===== src/rtl/pir_pkg.sv =====
// ----------------------------------------------------------------------------
// pir_pkg
// Shared constants, types and control structs for the palette lookup block.
// ----------------------------------------------------------------------------
package pir_pkg;

    // Palette geometry
    localparam int PAL_ENTRIES = 256;
    localparam int PAL_AW      = $clog2(PAL_ENTRIES);
    localparam int IDX_W       = 8;

    // Pixel statistics
    localparam int MAX_PIXELS  = 1048576;
    localparam int CNT_W       = $clog2(MAX_PIXELS + 1);
    localparam int SUM_W       = $clog2(64'd255 * MAX_PIXELS + 64'd1);

    // Q0.16 average
    localparam int Q_W         = 16;
    localparam int ITER_W      = $clog2(Q_W);

    localparam logic [7:0] FULL_BYTE = 8'hFF;

    // Input item kinds
    localparam logic ACT_LOAD  = 1'b0;
    localparam logic ACT_PIXEL = 1'b1;

    // Configuration register indexes
    localparam int CFG_IDX_W = 1;
    localparam logic [CFG_IDX_W-1:0] CFG_TRANSPARENT = 1'b0;
    localparam logic [CFG_IDX_W-1:0] CFG_FORMAT      = 1'b1;

    typedef enum logic [2:0] {
        S_IDLE,
        S_LOOKUP,
        S_DIV_START,
        S_DIV_WAIT,
        S_EMIT
    } t_state;

    typedef enum logic [1:0] {
        CH_RED,
        CH_GREEN,
        CH_BLUE
    } t_chan;

    // Controller -> datapath
    typedef struct packed {
        logic  load;
        logic  read;
        logic  lookup;
        logic  div_start;
        logic  emit;
        t_chan ch;
    } t_cmd;

    // Datapath -> controller
    typedef struct packed {
        logic div_done;
        logic out_free;
        logic last;
    } t_status;

endpackage


===== src/rtl/pir_ctrl.sv =====
// ----------------------------------------------------------------------------
// pir_ctrl
// Controller: sequences palette loads, pixel lookups, averages and output.
// ----------------------------------------------------------------------------
module pir_ctrl (
    input  logic              i_clk,
    input  logic              i_rst_n,
    input  logic              i_in_valid,
    input  logic              i_action,
    output logic              o_in_ready,
    output pir_pkg::t_cmd     o_cmd,
    input  pir_pkg::t_status  i_status
);
    import pir_pkg::*;

    t_state r_state, n_state;
    t_chan  r_ch, n_ch;

    // state register
    always_ff @(posedge i_clk) begin
        if (!i_rst_n) begin
            r_state <= S_IDLE;
            r_ch    <= CH_RED;
        end else begin
            r_state <= n_state;
            r_ch    <= n_ch;
        end
    end

    // next state and commands
    always_comb begin
        n_state         = r_state;
        n_ch            = r_ch;
        o_in_ready      = 1'b0;
        o_cmd.load      = 1'b0;
        o_cmd.read      = 1'b0;
        o_cmd.lookup    = 1'b0;
        o_cmd.div_start = 1'b0;
        o_cmd.emit      = 1'b0;
        o_cmd.ch        = r_ch;
        unique case (r_state)
            S_IDLE: begin
                o_in_ready = 1'b1;
                if (i_in_valid) begin
                    if (i_action == ACT_PIXEL) begin
                        o_cmd.read = 1'b1;
                        n_state    = S_LOOKUP;
                    end else begin
                        o_cmd.load = 1'b1;
                    end
                end
            end
            S_LOOKUP: begin
                o_cmd.lookup = 1'b1;
                n_ch         = CH_RED;
                n_state      = i_status.last ? S_DIV_START : S_EMIT;
            end
            S_DIV_START: begin
                o_cmd.div_start = 1'b1;
                n_state         = S_DIV_WAIT;
            end
            S_DIV_WAIT: begin
                if (i_status.div_done) begin
                    unique case (r_ch)
                        CH_RED: begin
                            n_ch    = CH_GREEN;
                            n_state = S_DIV_START;
                        end
                        CH_GREEN: begin
                            n_ch    = CH_BLUE;
                            n_state = S_DIV_START;
                        end
                        default: begin
                            n_state = S_EMIT;
                        end
                    endcase
                end
            end
            S_EMIT: begin
                if (i_status.out_free) begin
                    o_cmd.emit = 1'b1;
                    n_state    = S_IDLE;
                end
            end
            default: begin
                n_state = S_IDLE;
            end
        endcase
    end

endmodule


===== config.mk =====
export PLATFORM = sky130hd
export DESIGN_NAME = pir_ctrl
export DESIGN_NICKNAME = d
export VERILOG_FILES = /design/src/rtl/pir_pkg.sv /design/src/rtl/pir_ctrl.sv
export SDC_FILE = /design/constraint.sdc
export NUM_CORES = 1
export LEC_CHECK = 0
export CAP_MARGIN = 30
export CELL_PAD_IN_SITES_DETAIL_PLACEMENT = 1
export CELL_PAD_IN_SITES_GLOBAL_PLACEMENT = 2
export CORE_AREA = 2 2 39 41
export CTS_CLUSTER_SIZE = 12
export DETAILED_ROUTE_END_ITERATION = 7
export DIE_AREA = 0 0 41 43
export DONT_BUFFER_PORTS = 1
export PLACE_DENSITY_LB_ADDON = 0.1
export RECOVER_POWER = 100
export SYNTH_ARGS = -nofsm -noshare
export SYNTH_HDL_FRONTEND = slang
export SYNTH_SLANG_ARGS = --single-unit

===== constraint.sdc =====
create_clock -name i_clk -period 2.95 [get_ports i_clk]
set_input_delay 0.295 -clock i_clk [delete_from_list [all_inputs] [get_ports i_clk]]
set_output_delay 0.295 -clock i_clk [all_outputs]
set_load 0.01 [all_outputs]

# Word level (Yosys, flattened, before mapping)
# Cells that the tools add are included.
[word_totals]
reg_bits = 5
input_bits = 7
out_inout_bits = 8
elab_cells = 37
[classes]
eq_ne = 10
muxes = 19
n_reduce_logical = 6
[op_table]
columns = ["op", "n"]
rows = [
  ["3-bit 2-to-1 mux", 6],
  ["3-bit case mux with 5 select lines", 1],
  ["2-bit != test (second input constant)", 4],
  ["2-bit case mux with 2 select lines", 2],
  ["1-bit 2-to-1 mux", 7],
  ["3-bit by 2-bit equality test with 1-bit output (second input constant)", 2],
  ["2-bit 2-to-1 mux", 3],
  ["4-bit AND reduction", 1],
  ["3-bit by 1-bit equality test with 1-bit output (second input constant)", 1],
  ["3-bit equality test (second input constant)", 1],
  ["3-bit zero test", 1],
  ["3-bit != test (second input constant)", 1],
  ["3-bit AND reduction", 1],
  ["2-bit by 1-bit equality test with 1-bit output (second input constant)", 1],
  ["2-bit zero test", 1],
  ["2-bit nonzero test", 1],
  ["2-bit OR reduction", 1],
]

# Longest topological paths before layout
[depth]
depth_word = 5
ltp_mapped = 4
mapped_depth_nobuf = 3

# Worst setup path before layout
# Ideal clock, no wire load.
[synth_timing]
kind = "register to output"
start = "register r_state[1]"
end = "output port o_cmd[6] in the netlist's numbering"
t_arrival_ns = 1.138
required_ns = 2.655
path_slack_ns = 1.517
path_stages_with_launch = 5
n_path_buf = 1
cell_sequence = "dfxtp_1 > clkbuf_1 > nor3_1 > nand2_1 > nor2_1"
[synth_lines]
columns = ["element", "line_no", "source"]
rows = [
  ["from (decl)", "pir_ctrl.sv:16", "t_state r_state, n_state;"],
  ["from (signal assigned)", "pir_ctrl.sv:25", "r_state <= n_state;"],
  ["to (decl)", "pir_ctrl.sv:11", "output pir_pkg::t_cmd o_cmd,"],
]

==> results_dict.tcl <==
set metrics [dict create \
    holdCritStartpoint "i_in_valid" \
    synth_top_area_share_pct 36.5 \
    postCtsHoldBufs 0 \
    route.detailed.wl_per_inst_um 13.0 \
    die_area_um2 1760 \
    fin_crit_sh_pct 57.7 \
    ys_async_sr_fraction_pct 0 \
    report.final.slew_viol_count 0 \
    critical_path.reg2reg.startpoint "r_state[0]" \
    drt_iter0_markers 3 \
    run_status "completed" \
    multi_input_comb_area_um2 166 \
    io_pins 15 \
    critical_path_sink_type "output port" \
    dieHeight_um 43 \
    flow.area_growth_from_synthesis_pct 15.5 \
    yosysWarnings 0 \
    remaining_drc_errors 0 \
    final_area_um2 317 \
    path_max_fanout 11 \
    synth-edff-count 0 \
    worstMarginPinSlew_ns 0.480 \
    synth_commonest_cells "5 x sky130_fd_sc_hd__dfxtp_1, 5 x sky130_fd_sc_hd__nand2_1, 5 x sky130_fd_sc_hd__nor2_1" \
    top_signal_layer_used "met3" \
    fmax_ghz 0.588 \
    std_cell_rows 14 \
    synthCells 38 \
    die_width_um 41 \
    synthFlopType "sky130_fd_sc_hd__dfxtp_1" \
    holdCritPathClass "in2reg" \
    largest_net_degree_at_the_start_of_global_routing 12 \
    seqCellArea_um2 100 \
    critical_path_buf_inv_count 0 \
    worst_ep_required_time_ns 2.65 \
    drive_above_1_share_pct 7.32 \
    clk_path_buf_depth 2 \
    total_leakage_power_nw 0.120 \
    finalHoldViolCount 0 \
    critical-path-top-delay-family "simple AND/OR/NAND/NOR gates" \
    yosysTopAreaCell "sky130_fd_sc_hd__dfxtp_1" \
    post-route-util_pct 22.9 \
    cpMaxStageDelayCell "sky130_fd_sc_hd__nor3_1" \
    place_hpwl_um 597 \
    netlist_area_um2 274 \
    drv.max_cap_violation_count 0 \
    cp-startpoint "r_state[1]" \
    grt-ovfl-total 0 \
    cp_slowest_stage_delay_ns 0.47 \
    cts.sinks 5 \
    final.fill_count 178 \
    cts_inserted_buffers 3 \
    placeableCoreArea_um2 1380 \
    drt_pass1_iterations 2 \
    cts-htree-levels 1 \
    post_synth.cell_area_avg_um2 7.21 \
    drt-vias-per-instance 5.05 \
    postPlaceCellArea_um2 290 \
    clkTransAtPathRegs_ns 0.04 \
    initial_antenna_violation_count 0 \
    timing_worst_setup_path_type "reg2out" \
    total_power_uw 170 \
    worst_slew_margin_rel_pct 67.8 \
    postSynthRegisterBits 5 \
    cts_tree "done" \
    grt_usage_pct 9.63 \
    synth.lib_cells_used.distinct 16 \
    nNetsFinal 49 \
    post-cts-setup-buffer-count 0 \
    final_tns_setup_ns 0 \
    hold_slack_ns 0.225 \
    worst_ir_drop_vdd_mv 0.154 \
    synth.net_count 45 \
    cts.repair.resized 0 \
    finalWorstSetupSlack_ns 1.25 \
    synth.top_cells.by_area "sky130_fd_sc_hd__dfxtp_1 37%, sky130_fd_sc_hd__and3_1 6.8%, sky130_fd_sc_hd__nand2_1 6.8%" \
    root_buffer_selected_by_cts "sky130_fd_sc_hd__clkbuf_4" \
    number_of_global_route_vias_before_repair 294 \
    stdcell_count 57 \
    clock_insertion_delay_worst_skew_ns 0.24 \
    timing.critical_path.arrival_ns 1.41 \
    power-per-cell-area_nw_per_um2 538 \
    place_congestion 0.650 \
    grt_setup_unrepaired "false" \
    route.final.wire_length_um 740 \
    worstSetupStartpointType "flop" \
    wire_length_of_the_first_global_routing_pass_um 1150 \
    setup_viol 0 \
    cell_by_cell_trace_of_the_critical_path "nor3_1 -> nand2_1 -> nor2_1" \
    routed-wl-met3_um 94 \
    drt.antenna.violating_nets 0 \
    via_count 288 \
    met1Wirelength_um 316 \
    insertedDiodeCount 0 \
    finClkSkew_ns 0.00507 \
    place.detailed.instances 53 \
    min_period_ns 1.70 \
    synth-seq-area-share_pct 36.5 \
    dr_wl_met2_um 329 \
    dpl_worst_slack_ns 1.48 \
    start_util_pct 19.8 \
    port_buffers 0 \
]
[cell usage in the layout (no fill, tap or decap), drive strengths merged]
cell type / count
nand3b: 2
nand3: 1
nor2: 5
nor3: 3
clkbuf: 4
inv: 1
and3: 3
o21ai: 1
nor3b: 1
a31oi: 2
dfxtp: 5
nand2b: 3
nor2b: 1
or4b: 1
a21oi: 3
nand2: 5
[area by class of cell]
type | instances | area share (%)
Inverter | 1 | 1.19
Clock buffer | 4 | 8.30
Sequential cell | 5 | 31.6
Tap cell | 16 | 6.32
Multi-Input combinational cell | 31 | 52.6
[power by group]
group          switching, mW  internal, mW  total (mW)
Combinational         0.0102       0.00586      0.0161
Clock                 0.0294        0.0512      0.0806
Sequential           0.00391        0.0697      0.0736
[path summary, 6_finish.rpt]
check | endpoint | slack, ns | cells after the start
setup reg to reg | r_ch[0] | 1.61 | 3
hold reg to reg | r_state[2] | 0.56 | 2
setup / recovery | o_cmd[6] | 1.25 | 3
hold / removal | r_state[0] | 0.22 | 2
[sequential cells by signal, indices dropped and copies added (netlist names)]
register and cells:
r_state 3, r_ch 2
[layer usage]
metal | up-vias | global-route usage, %
met5 | - | 0
met4 | 0 | 4.00
met3 | 0 | 7.33
met2 | 12 | 12.8
met1 | 138 | 11.2
li1 | 138 | -
[cells by family (layout without fill, tap and decap cells)]
kind of cell	Yosys count	count (layout)	synth area share, %
AOI/OAI and AO/OA	6	6	11.9
buffers and inverters	2	5	2.74
and+or+nand+nor	25	25	48.9
DFF	5	5	36.5
Note: power is estimated with default switching activity, not from simulation.
